--- config.mk ---
export PLATFORM = sky130hd
export DESIGN_NAME = counter_priority_task_scheduler_unit_flat
export DESIGN_NICKNAME = d
export VERILOG_FILES = /design/src/rtl/core/cpts_pkg.sv /design/src/rtl/core/cpts_in_if.sv /design/src/rtl/core/cpts_out_if.sv /design/src/rtl/core/cpts_slot_ram.sv /design/src/rtl/core/counter_priority_task_scheduler_unit.sv /design/src/flat_wrapper.sv
export SDC_FILE = /design/constraint.sdc
export NUM_CORES = 1
export LEC_CHECK = 0
export BUFFER_PORTS_ARGS = -buffer_cell sky130_fd_sc_hd__buf_4
export CAP_MARGIN = 15
export CORE_UTILIZATION = 55
export CTS_BUF_LIST = sky130_fd_sc_hd__clkbuf_2 sky130_fd_sc_hd__clkbuf_4 sky130_fd_sc_hd__clkbuf_8
export DETAILED_ROUTE_END_ITERATION = 8
export PLACE_DENSITY = 0.68
export SKIP_CTS_REPAIR_TIMING = 1
export SYNTH_ARGS = -nofsm -noshare
export SYNTH_HDL_FRONTEND = slang
export SYNTH_SLANG_ARGS = --single-unit
--- constraint.sdc ---
create_clock -name clk_i -period 5.2 [get_ports clk_i]
set_input_delay 1.04 -clock clk_i [delete_from_list [all_inputs] [get_ports clk_i]]
set_output_delay 1.04 -clock clk_i [all_outputs]
set_load 0.05 [all_outputs]
--- src/rtl/core/cpts_pkg.sv ---
// Types, constants and microcode ROM of the counter/priority task scheduler.
package cpts_pkg;

  localparam int unsigned TASK_IDX_W = 5;
  localparam int unsigned CNT_W      = 11;
  localparam int unsigned PRI_W      = 10;
  localparam int unsigned UPC_W      = 4;

  typedef enum logic {
    SEQ_IDLE,
    SEQ_RUN
  } seq_state_e;

  // Datapath operation of one microcode step.
  typedef enum logic [3:0] {
    OP_NOP,
    OP_LOAD,
    OP_DEC,
    OP_SCAN_INIT,
    OP_SCAN,
    OP_SCAN_DRAIN,
    OP_REFILL,
    OP_REFILL_DRAIN,
    OP_COMMIT,
    OP_DONE
  } op_e;

  // Jump condition; the jump is taken when it holds.
  typedef enum logic [2:0] {
    C_NEVER,
    C_ALWAYS,
    C_IS_LOAD,
    C_CUR_IDLE,
    C_DEC_NZ,
    C_PTR_MORE,
    C_FOUND
  } cond_e;

  typedef struct packed {
    op_e              op;
    cond_e            cond;
    logic [UPC_W-1:0] target;
  } uc_word_t;

  typedef struct packed {
    logic [CNT_W-1:0] cnt;
    logic [PRI_W-1:0] pri;
  } slot_entry_t;

  typedef struct packed {
    logic        we_cnt;
    logic        we_pri;
    slot_entry_t data;
  } slot_wr_t;

  // Program labels
  localparam logic [UPC_W-1:0] L_START  = 4'd0;
  localparam logic [UPC_W-1:0] L_SCHED  = 4'd3;
  localparam logic [UPC_W-1:0] L_SCAN   = 4'd4;
  localparam logic [UPC_W-1:0] L_REFILL = 4'd7;
  localparam logic [UPC_W-1:0] L_COMMIT = 4'd9;
  localparam logic [UPC_W-1:0] L_DONE   = 4'd10;
  localparam logic [UPC_W-1:0] L_LOAD   = 4'd11;

  function automatic uc_word_t uc_rom(input logic [UPC_W-1:0] upc);
    uc_word_t w;
    w = '{op: OP_NOP, cond: C_ALWAYS, target: L_DONE};
    case (upc)
      4'd0:  w = '{op: OP_NOP,          cond: C_IS_LOAD,  target: L_LOAD};
      4'd1:  w = '{op: OP_NOP,          cond: C_CUR_IDLE, target: L_SCHED};
      4'd2:  w = '{op: OP_DEC,          cond: C_DEC_NZ,   target: L_DONE};
      4'd3:  w = '{op: OP_SCAN_INIT,    cond: C_NEVER,    target: L_START};
      4'd4:  w = '{op: OP_SCAN,         cond: C_PTR_MORE, target: L_SCAN};
      4'd5:  w = '{op: OP_SCAN_DRAIN,   cond: C_FOUND,    target: L_COMMIT};
      4'd6:  w = '{op: OP_SCAN_INIT,    cond: C_NEVER,    target: L_START};
      4'd7:  w = '{op: OP_REFILL,       cond: C_PTR_MORE, target: L_REFILL};
      4'd8:  w = '{op: OP_REFILL_DRAIN, cond: C_NEVER,    target: L_START};
      4'd9:  w = '{op: OP_COMMIT,       cond: C_NEVER,    target: L_START};
      4'd10: w = '{op: OP_DONE,         cond: C_NEVER,    target: L_START};
      4'd11: w = '{op: OP_LOAD,         cond: C_ALWAYS,   target: L_DONE};
      default: w = '{op: OP_NOP, cond: C_ALWAYS, target: L_DONE};
    endcase
    return w;
  endfunction

endpackage

--- src/rtl/core/cpts_in_if.sv ---
// Input channel: load and tick transactions.
interface cpts_in_if;
  import cpts_pkg::*;

  logic                  valid;
  logic                  ready;
  logic                  mode;
  logic [TASK_IDX_W-1:0] task_index;
  logic [CNT_W-1:0]      load_counter;
  logic [PRI_W-1:0]      load_priority;

  modport source (output valid, mode, task_index, load_counter, load_priority,
                  input ready);
  modport sink   (input valid, mode, task_index, load_counter, load_priority,
                  output ready);
endinterface

--- src/rtl/core/cpts_out_if.sv ---
// Output channel: one scheduling result per transaction.
interface cpts_out_if;
  import cpts_pkg::*;

  logic                  valid;
  logic                  ready;
  logic [TASK_IDX_W-1:0] running_task;
  logic [CNT_W-1:0]      running_counter;
  logic                  switched;
  logic                  no_work;

  modport source (output valid, running_task, running_counter, switched, no_work,
                  input ready);
  modport sink   (input valid, running_task, running_counter, switched, no_work,
                  output ready);
endinterface

--- src/rtl/core/cpts_slot_ram.sv ---
// Slot table RAM: counter and priority per slot, one write and one registered read port.
module cpts_slot_ram #(
  parameter int unsigned Depth = 32,
  parameter int unsigned AddrW = $clog2(Depth)
) (
  input  logic                   clk_i,
  input  cpts_pkg::slot_wr_t     wr_i,
  input  logic [AddrW-1:0]       waddr_i,
  input  logic [AddrW-1:0]       raddr_i,
  output cpts_pkg::slot_entry_t  rdata_o
);
  import cpts_pkg::*;

  logic [CNT_W-1:0] cnt_mem [Depth];
  logic [PRI_W-1:0] pri_mem [Depth];
  slot_entry_t      rdata_q;

  always_ff @(posedge clk_i) begin
    if (wr_i.we_cnt) begin
      cnt_mem[waddr_i] <= wr_i.data.cnt;
    end
    if (wr_i.we_pri) begin
      pri_mem[waddr_i] <= wr_i.data.pri;
    end
  end

  always_ff @(posedge clk_i) begin
    rdata_q.cnt <= cnt_mem[raddr_i];
    rdata_q.pri <= pri_mem[raddr_i];
  end

  assign rdata_o = rdata_q;

endmodule

--- src/rtl/core/counter_priority_task_scheduler_unit.sv ---
// Counter/priority time-slice task scheduler, microcoded top level.
//
//  Channel | Dir | Payload                                          | Transaction
//  in_i    | in  | mode, task_index, load_counter, load_priority    | valid & ready
//  out_o   | out | running_task, running_counter, switched, no_work | valid & ready
//
//  A load, or a tick that only charges a slice, skips the scan. A tick that
//  reschedules scans every slot, and when every counter is spent a second
//  pass refills the counters and picks the best refilled slot. Both loops
//  walk the slot RAM one slot per cycle through its single read port.
//  Reset clears the valid bits, current task and sequencer; RAM contents are
//  only seen through valid bits, so no clearing pass is needed.
//  One transaction is in flight at a time; a new one may be taken while the
//  previous result still waits in the output register. A stalled output holds
//  the sequencer at its final step.
module counter_priority_task_scheduler_unit #(
  parameter int unsigned NUM_TASKS = 32
) (
  input  logic  clk_i,
  input  logic  rst_ni,
  cpts_in_if.sink    in_i,
  cpts_out_if.source out_o
);
  import cpts_pkg::*;

  localparam int unsigned IW = $clog2(NUM_TASKS);

  // Sequencer
  seq_state_e       state_q, state_d;
  logic [UPC_W-1:0] upc_q, upc_d;
  uc_word_t         uw;

  // Latched transaction payload
  logic                  mode_q;
  logic [TASK_IDX_W-1:0] idx_q;
  logic [CNT_W-1:0]      lc_q;
  logic [PRI_W-1:0]      lp_q;

  // Architectural state (slot counters/priorities live in the RAM)
  logic [NUM_TASKS-1:0] valid_q, valid_d;
  logic [IW-1:0]        cur_q, cur_d;
  logic [CNT_W-1:0]     cur_cnt_q, cur_cnt_d;  // shadow of counter[cur]
  logic [IW-1:0]        start_cur_q, start_cur_d;

  // Scan datapath
  logic [IW-1:0]    ptr_q, ptr_d;
  logic [IW-1:0]    cmp_q, cmp_d;     // slot whose RAM data arrives this cycle
  logic             pipe_v_q, pipe_v_d;
  logic [IW-1:0]    best_q, best_d;
  logic [CNT_W-1:0] best_cnt_q, best_cnt_d;
  logic             switched_q, switched_d;
  logic             no_work_q, no_work_d;

  // Output register
  logic                  out_valid_q, out_valid_d;
  logic [TASK_IDX_W-1:0] out_task_q, out_task_d;
  logic [CNT_W-1:0]      out_cnt_q, out_cnt_d;
  logic                  out_sw_q, out_sw_d;
  logic                  out_nw_q, out_nw_d;

  // RAM port
  slot_wr_t    mem_wr;
  logic [IW-1:0] mem_waddr;
  logic [IW-1:0] mem_raddr;
  slot_entry_t mem_rdata;

  // Misc combinational
  logic             in_fire;
  logic             load_ok;
  logic [CNT_W-1:0] dec_val;
  logic [CNT_W-1:0] refill_cnt;
  logic [CNT_W-1:0] cand;
  logic             better;
  logic             cond_ok;
  logic             is_refill;

  cpts_slot_ram #(
    .Depth (NUM_TASKS),
    .AddrW (IW)
  ) u_slot_ram (
    .clk_i   (clk_i),
    .wr_i    (mem_wr),
    .waddr_i (mem_waddr),
    .raddr_i (mem_raddr),
    .rdata_o (mem_rdata)
  );

  assign uw       = uc_rom(upc_q);
  assign in_i.ready = (state_q == SEQ_IDLE);
  assign in_fire  = in_i.valid && in_i.ready;

  // Slot 0 is idle; indices beyond the table are dropped.
  assign load_ok  = (idx_q != '0) && (32'(idx_q) < NUM_TASKS);
  assign dec_val  = cur_cnt_q - CNT_W'(cur_cnt_q != '0);
  // (c>>1)+p never exceeds 2046, so 11 bits hold it.
  assign refill_cnt = (mem_rdata.cnt >> 1) + CNT_W'(mem_rdata.pri);
  assign is_refill  = (uw.op == OP_REFILL) || (uw.op == OP_REFILL_DRAIN);
  assign cand       = !valid_q[cmp_q] ? '0 : (is_refill ? refill_cnt : mem_rdata.cnt);
  // Strict compare while walking downwards: higher index keeps a tie.
  assign better     = pipe_v_q && (cand > best_cnt_q);

  always_comb begin
    case (uw.cond)
      C_NEVER:    cond_ok = 1'b0;
      C_ALWAYS:   cond_ok = 1'b1;
      C_IS_LOAD:  cond_ok = !mode_q;
      C_CUR_IDLE: cond_ok = (cur_q == '0);
      C_DEC_NZ:   cond_ok = (dec_val != '0);
      C_PTR_MORE: cond_ok = (ptr_q != IW'(1));
      C_FOUND:    cond_ok = better ? 1'b1 : (best_q != '0);
      default:    cond_ok = 1'b0;
    endcase
  end

  // Next state, datapath and outputs
  always_comb begin
    state_d     = state_q;
    upc_d       = upc_q;
    valid_d     = valid_q;
    cur_d       = cur_q;
    cur_cnt_d   = cur_cnt_q;
    start_cur_d = start_cur_q;
    ptr_d       = ptr_q;
    cmp_d       = cmp_q;
    pipe_v_d    = pipe_v_q;
    best_d      = best_q;
    best_cnt_d  = best_cnt_q;
    switched_d  = switched_q;
    no_work_d   = no_work_q;
    out_valid_d = out_valid_q && !out_o.ready;
    out_task_d  = out_task_q;
    out_cnt_d   = out_cnt_q;
    out_sw_d    = out_sw_q;
    out_nw_d    = out_nw_q;
    mem_wr      = '0;
    mem_waddr   = cmp_q;
    mem_raddr   = ptr_q;

    case (state_q)
      SEQ_IDLE: begin
        if (in_fire) begin
          state_d     = SEQ_RUN;
          upc_d       = L_START;
          start_cur_d = cur_q;
          switched_d  = 1'b0;
          no_work_d   = 1'b0;
        end
      end

      SEQ_RUN: begin
        upc_d = cond_ok ? uw.target : upc_q + UPC_W'(1);

        case (uw.op)
          OP_LOAD: begin
            if (load_ok) begin
              mem_wr.we_cnt   = 1'b1;
              mem_wr.we_pri   = 1'b1;
              mem_wr.data.cnt = lc_q;
              mem_wr.data.pri = lp_q;
              mem_waddr       = IW'(idx_q);
              valid_d[IW'(idx_q)] = 1'b1;
              if (32'(idx_q) == 32'(cur_q)) begin
                cur_cnt_d = lc_q;
              end
            end
          end

          OP_DEC: begin
            mem_wr.we_cnt   = 1'b1;
            mem_wr.data.cnt = dec_val;
            mem_waddr       = cur_q;
            cur_cnt_d       = dec_val;
          end

          OP_SCAN_INIT: begin
            ptr_d      = IW'(NUM_TASKS - 1);
            pipe_v_d   = 1'b0;
            best_d     = '0;
            best_cnt_d = '0;
          end

          OP_SCAN, OP_SCAN_DRAIN, OP_REFILL, OP_REFILL_DRAIN: begin
            if (better) begin
              best_d     = cmp_q;
              best_cnt_d = cand;
            end
            if (is_refill && pipe_v_q && valid_q[cmp_q]) begin
              mem_wr.we_cnt   = 1'b1;
              mem_wr.data.cnt = refill_cnt;
              mem_waddr       = cmp_q;
            end
            if ((uw.op == OP_SCAN) || (uw.op == OP_REFILL)) begin
              mem_raddr = ptr_q;
              cmp_d     = ptr_q;
              pipe_v_d  = 1'b1;
              ptr_d     = ptr_q - IW'(1);
            end else begin
              pipe_v_d  = 1'b0;
            end
          end

          OP_COMMIT: begin
            cur_d      = best_q;
            cur_cnt_d  = best_cnt_q;
            no_work_d  = (best_q == '0);
            switched_d = (best_q != start_cur_q);
          end

          OP_DONE: begin
            if (!out_valid_q || out_o.ready) begin
              out_valid_d = 1'b1;
              out_task_d  = TASK_IDX_W'(cur_q);
              out_cnt_d   = cur_cnt_q;
              out_sw_d    = switched_q;
              out_nw_d    = no_work_q;
              state_d     = SEQ_IDLE;
            end else begin
              upc_d = upc_q;
            end
          end

          default: ;
        endcase
      end

      default: state_d = SEQ_IDLE;
    endcase
  end

  always_ff @(posedge clk_i or negedge rst_ni) begin
    if (!rst_ni) begin
      state_q     <= SEQ_IDLE;
      upc_q       <= L_START;
      valid_q     <= '0;
      cur_q       <= '0;
      cur_cnt_q   <= '0;
      pipe_v_q    <= 1'b0;
      out_valid_q <= 1'b0;
    end else begin
      state_q     <= state_d;
      upc_q       <= upc_d;
      valid_q     <= valid_d;
      cur_q       <= cur_d;
      cur_cnt_q   <= cur_cnt_d;
      pipe_v_q    <= pipe_v_d;
      out_valid_q <= out_valid_d;
    end
  end

  always_ff @(posedge clk_i) begin
    if (in_fire) begin
      mode_q <= in_i.mode;
      idx_q  <= in_i.task_index;
      lc_q   <= in_i.load_counter;
      lp_q   <= in_i.load_priority;
    end
    start_cur_q <= start_cur_d;
    ptr_q       <= ptr_d;
    cmp_q       <= cmp_d;
    best_q      <= best_d;
    best_cnt_q  <= best_cnt_d;
    switched_q  <= switched_d;
    no_work_q   <= no_work_d;
    out_task_q  <= out_task_d;
    out_cnt_q   <= out_cnt_d;
    out_sw_q    <= out_sw_d;
    out_nw_q    <= out_nw_d;
  end

  assign out_o.valid           = out_valid_q;
  assign out_o.running_task    = out_task_q;
  assign out_o.running_counter = out_cnt_q;
  assign out_o.switched        = out_sw_q;
  assign out_o.no_work         = out_nw_q;

  // A running task always comes from a loaded slot.
  a_cur_valid: assert property (@(posedge clk_i) disable iff (!rst_ni)
    (cur_q != '0) |-> valid_q[cur_q])
    else $error("current task slot not valid");

  // The idle task never carries slices.
  a_idle_cnt: assert property (@(posedge clk_i) disable iff (!rst_ni)
    (cur_q == '0) |-> (cur_cnt_q == '0))
    else $error("idle task with nonzero counter");

  // No-work results always report the idle task.
  a_no_work_idle: assert property (@(posedge clk_i) disable iff (!rst_ni)
    (out_valid_q && out_nw_q) |-> (out_task_q == '0))
    else $error("no_work with a task selected");

  // RAM is written only while a transaction is being worked on.
  a_wr_busy: assert property (@(posedge clk_i) disable iff (!rst_ni)
    (mem_wr.we_cnt || mem_wr.we_pri) |-> (state_q == SEQ_RUN))
    else $error("slot RAM written while idle");

  // Scan loops never address the idle slot.
  a_ptr_nz: assert property (@(posedge clk_i) disable iff (!rst_ni)
    ((state_q == SEQ_RUN) && ((uw.op == OP_SCAN) || (uw.op == OP_REFILL)))
      |-> (ptr_q != '0))
    else $error("scan pointer reached the idle slot");

endmodule

--- src/flat_wrapper.sv ---
// flat-port wrapper written by rule: the top's interface ports become plain ports
module counter_priority_task_scheduler_unit_flat import cpts_pkg::*;
#(
  parameter int unsigned NUM_TASKS = 32
)
  (clk_i, rst_ni, in_i_valid, in_i_mode, in_i_task_index, in_i_load_counter, in_i_load_priority, in_i_ready, out_o_valid, out_o_running_task, out_o_running_counter, out_o_switched, out_o_no_work, out_o_ready);
  cpts_in_if in_i_i ();
  cpts_out_if out_o_i ();
  input  logic clk_i;
  input  logic rst_ni;
  input wire logic [$bits(in_i_i.valid)-1:0] in_i_valid;
  input wire logic [$bits(in_i_i.mode)-1:0] in_i_mode;
  input wire logic [$bits(in_i_i.task_index)-1:0] in_i_task_index;
  input wire logic [$bits(in_i_i.load_counter)-1:0] in_i_load_counter;
  input wire logic [$bits(in_i_i.load_priority)-1:0] in_i_load_priority;
  output wire logic [$bits(in_i_i.ready)-1:0] in_i_ready;
  output wire logic [$bits(out_o_i.valid)-1:0] out_o_valid;
  output wire logic [$bits(out_o_i.running_task)-1:0] out_o_running_task;
  output wire logic [$bits(out_o_i.running_counter)-1:0] out_o_running_counter;
  output wire logic [$bits(out_o_i.switched)-1:0] out_o_switched;
  output wire logic [$bits(out_o_i.no_work)-1:0] out_o_no_work;
  input wire logic [$bits(out_o_i.ready)-1:0] out_o_ready;
  assign in_i_i.valid = in_i_valid;
  assign in_i_i.mode = in_i_mode;
  assign in_i_i.task_index = in_i_task_index;
  assign in_i_i.load_counter = in_i_load_counter;
  assign in_i_i.load_priority = in_i_load_priority;
  assign in_i_ready = in_i_i.ready;
  assign out_o_valid = out_o_i.valid;
  assign out_o_running_task = out_o_i.running_task;
  assign out_o_running_counter = out_o_i.running_counter;
  assign out_o_switched = out_o_i.switched;
  assign out_o_no_work = out_o_i.no_work;
  assign out_o_i.ready = out_o_ready;
  counter_priority_task_scheduler_unit #(.NUM_TASKS(NUM_TASKS)) u_core (.clk_i(clk_i), .rst_ni(rst_ni), .in_i(in_i_i), .out_o(out_o_i));
endmodule
==> metrics.md <==
| Metric | Value |
|---|---|
| Outcome | finished clean |
| RSZ-0062 raised after global routing | false |
| Avg WL per Cell | 25.42 um |
| Sequential share of power | between 40 and 50% |
| Yosys synthesis warning count | 0 |
| Pint | roughly 14000 uW |
| Mapped Cells | 1708 |
| CTS buffer count | approximately 130 |
| Core area | ~0.06 mm2 |
| Via density | about 6.1 |
| Share of cells above drive strength 1 | between 30% and 40% |
| Detailed Routing Iterations Pass 1 | 7 |
| Nets | 1979 |
| Most common cell in the netlist | edfxtp_1 |
| CP Max Fanout | 17 |
| Top cells by count, synth | edfxtp_1, mux4_2, nor2_1, clkbuf_1, dfrtp_1 |
| DRT antenna net count | 0 |
| Post-Route Setup TNS | 0 ns |
| Worst Path Class, Setup | flop to flop |
| Clock power frac | between 20% and 30% |
| Hold Vio Cnt, Final | 0 |
| Max Buffers Root-to-Sink | 3 |
| I/O Buffers | 50 |
| Pins over their slew limit | 0 |
| First-pass GRT wire length | between 100000 and 150000 um |
| Routed wire length | 71020 um |
| Storage cell area | 0.02432 mm2 |
| Crit path required time | 5.85 ns |
| Number of buffer and inverter stages on the critical path | 1 |
| Clock root buffer | clkbuf_8 |
| Crit path max-delay family | compound AO/OA/AOI/OAI gates |
| Initial Util | a little under three fifths |
| Crit-path cells | mux4_2 > mux4_2 > mux2i_1 > buf_4 > a21oi_1 > ha_1 > a41oi_1 > o21ai_0 > a2111oi_0 > o21ai_0 > o311a_1 > or2_2 > o311ai_0 |
| Comb pwr share | 30.2% |
| Clk_skew | 0.03665 ns |
| Mapped cell area | 0.03336 mm2 |
| Largest net degree at the start of global routing | between 80 and 90 |
| Static Leak | 0.01308 uW |
| H-tree level count | 4 |
| Worst-skew pair later-pin latency | between 0.7 and 0.8 ns |
| Sw Pwr | slightly below 7000 uW |
| Die Y | between 200 and 250 um |
| Max_slew headroom | 22.43% |
| R2R cell count | 13 |
| VDD IR max | between 0.0002 and 0.00025 V |
| Die ar. | just over 0.06 mm2 |
| Width of the die | 248.3 um |
| IO Pins | around 50 |
| Top cells by area, synth | edfxtp_1, mux4_2, dfrtp_1 |
| Total Power | between 20000 and 25000 uW |
| Dominant synthesized flop cell | edfxtp_1 |
| HPWL after detailed placement | about 45000 um |
| Delay of the slowest cell on the worst path | about 0.73 ns |
| Inst Count DP | 2539 |
| Area leader, netlist | edfxtp_1 |
| Crit Reg-Reg Endpoint | u_core.upc_q[0] |
| CP max-delay cell | edfxtp_1 |
| Grt ovf | 0 |
| Sw Share | about a third |
| CTS tree | built |
| Fin crit share | approximately nine tenths |
| Final setup violation count | 0 |
| CP Launch Type | flop |
| Worst Tran Pin Value | approximately 1.2 ns |
| Sink Count | slightly above 800 |
| R2r setup slk | ~0.42 ns |
| Clk slew on worst S/H paths | 0.06 ns |
| Initial antenna violation count | 2 |
| Worst r2r src | u_core.cmp_q[0] |
| Min cycle time layout | about 4.8 ns |
| RD Place Congestion | approximately 0.85 |
| Number of synthesized register bits | just over 800 |
| Max Cap Viol | 0 |
| Sequential-to-total area share from yosys stat | approximately 73% |
| DR iter-0 viols | around 1300 |
| Final core utilization | between 60% and 70% |
| Synthesized area per cell | a little under 20 um2 |
| Post-synth ARST share | ~6.7% |
| Total track usage | between 20% and 30% |
| Routed vias | 16920 |
| Drt drc | 0 |
| CP Data Arrival Time | roughly 5.4 ns |
| Pre-CTS setup slack | about 0.37 ns |
| Hold WC Path Type | input pin to async pin |
| Synth cell types | roughly 70 |
| CP endpoint kind | flop |
| Final worst slack | 0.4215 ns |
| Vias in the first global route | about 17000 |
| Pwr dens | around 550 mW/mm2 |
| Fillers | slightly above 4000 |
| FP Rows | between 80 and 90 |
| Top cell type's share of synthesized area | 67.52% |
| FMAX | approximately 210 MHz |
| Count of flip-flops with a built-in enable after synthesis | 750 |
| Finished Layout Cells | 2794 |
| Area growth syn-to-layout | 14.32% |
| Multi-input combinational cell area | 0.008648 mm2 |
[sequential cells by signal, summed over array words and instances, names as in the netlist, 4 cells and up]
register                      count
u_core.best_cnt_q                11
u_core.cur_cnt_q                 11
u_core.lp_q                      10
u_core.u_slot_ram.pri_mem       320
u_core.cur_q                      5
u_core.best_q                     5
u_core.start_cur_q                5
u_core.lc_q                      11
u_core.ptr_q                      5
u_core.idx_q                      5
u_core.u_slot_ram.cnt_mem       352
u_core.upc_q                      4
u_core.out_o.running_counter     11
u_core.cmp_q                      5
u_core.u_slot_ram.rdata_o        21
u_core.out_o.running_task         5
u_core.valid_q                   32
[cell usage in the layout, fill, tap and decap left out, types with 20 or more instances in the layout]
master	Yosys	final
clkbuf_8	0	142
inv_1	29	29
nand2_1	39	39
mux4_2	220	220
clkbuf_4	0	42
clkinv_1	1	27
a21oi_1	31	31
buf_4	0	131
edfxtp_1	750	750
nor2_1	123	111
ha_1	32	32
and2_1	23	23
mux2_2	32	32
nand3_1	20	20
dfxtp_1	21	21
nor3_1	28	28
o21bai_1	24	24
dfrtp_1	55	55
xnor2_1	20	20
[per-layer routing]
layer	vias to the layer above	wire [um]	track usage [%]	share of wire (%)
li1	7406	-	-	-
met1	8809	30330	33.24	43
met2	603	34550	37.14	49
met3	98	4425	5.344	6.2
met4	0	1707	8.626	2.4
met5	-	0	0	0
[worst register-to-register path, stage by stage, from the launching register on]
cell and delay [ns]:
edfxtp_1 0.73, mux4_2 0.59, mux4_2 0.48, mux2i_1 0.15
buf_4 0.24, a21oi_1 0.11, ha_1 0.34, a41oi_1 0.19
o21ai_0 0.11, a2111oi_0 0.63, o21ai_0 0.19, o311a_1 0.20
or2_2 0.34, o311ai_0 0.35
[stage by stage]
step,instance area [um2],hold WS (ns)
2_1_floorplan,33390,0.4003
3_3_place_gp,35170,0.3611
3_5_place_dp,35200,0.3635
4_1_cts,37910,0.3061
5_1_grt,38130,0.3595
6_report,38130,0.3324
[how the worst max path moves through the flow]
| stage | start | endpoint | slack (ns) | cells past startpoint |
|---|---|---|---|---|
| 3_3_place_gp | u_core.cmp_q[0] | u_core.upc_q[2] | 0.60 | 13 |
| 5_1_grt | u_core.upc_q[1] | u_core.upc_q[0] | 0.06 | 15 |
| 2_1_floorplan | u_core.cmp_q[0] | u_core.best_cnt_q[0] | 0.60 | 12 |
| 4_1_cts | u_core.cmp_q[0] | u_core.upc_q[0] | 0.36 | 13 |
| 3_5_place_dp | u_core.cmp_q[0] | u_core.upc_q[0] | 0.37 | 13 |
| 6_report | u_core.cmp_q[0] | u_core.upc_q[0] | 0.42 | 13 |
[power by group through the flow]
stage                     clock, uW  combinational, uW  sequential [uW]
after CTS                      5720               6190             9120
after detailed placement          0               6170             9240
final                          5600               6340             9090
after global routing           6000               6860             9160
after floorplan                   0               4170             9180
after global placement            0               5990             9220
[logic make-up (layout without fill, tap and decap cells)]
| group | count (synthesis) | in the layout | share of synthesized area [%] |
|---|---|---|---|
| multiplexers | 259 | 259 | 16.14 |
| buffers and inverters | 120 | 423 | 1.392 |
| other | 1 | 11 | 0.01124 |
| adder cells (fa/ha/maj) | 33 | 33 | 1.260 |
| flip-flops | 826 | 826 | 72.91 |
| AO/OA/AOI/OAI | 147 | 147 | 3.241 |
| XOR/XNOR | 27 | 27 | 0.7090 |
| AND/OR/NAND/NOR | 295 | 295 | 4.336 |
[area by class of cell]
class	instances	area share [%]
Timing Repair Buffer	152	3.596
Antenna cell	1	0.006563
Tap cell	773	2.536
Clock inverter	57	1.158
Inverter	30	0.2953
Multi-Input combinational cell	771	22.68
Sequential cell	826	63.77
Clock buffer	184	5.952
No activity file was read; power rests on OpenSTA's default activity.
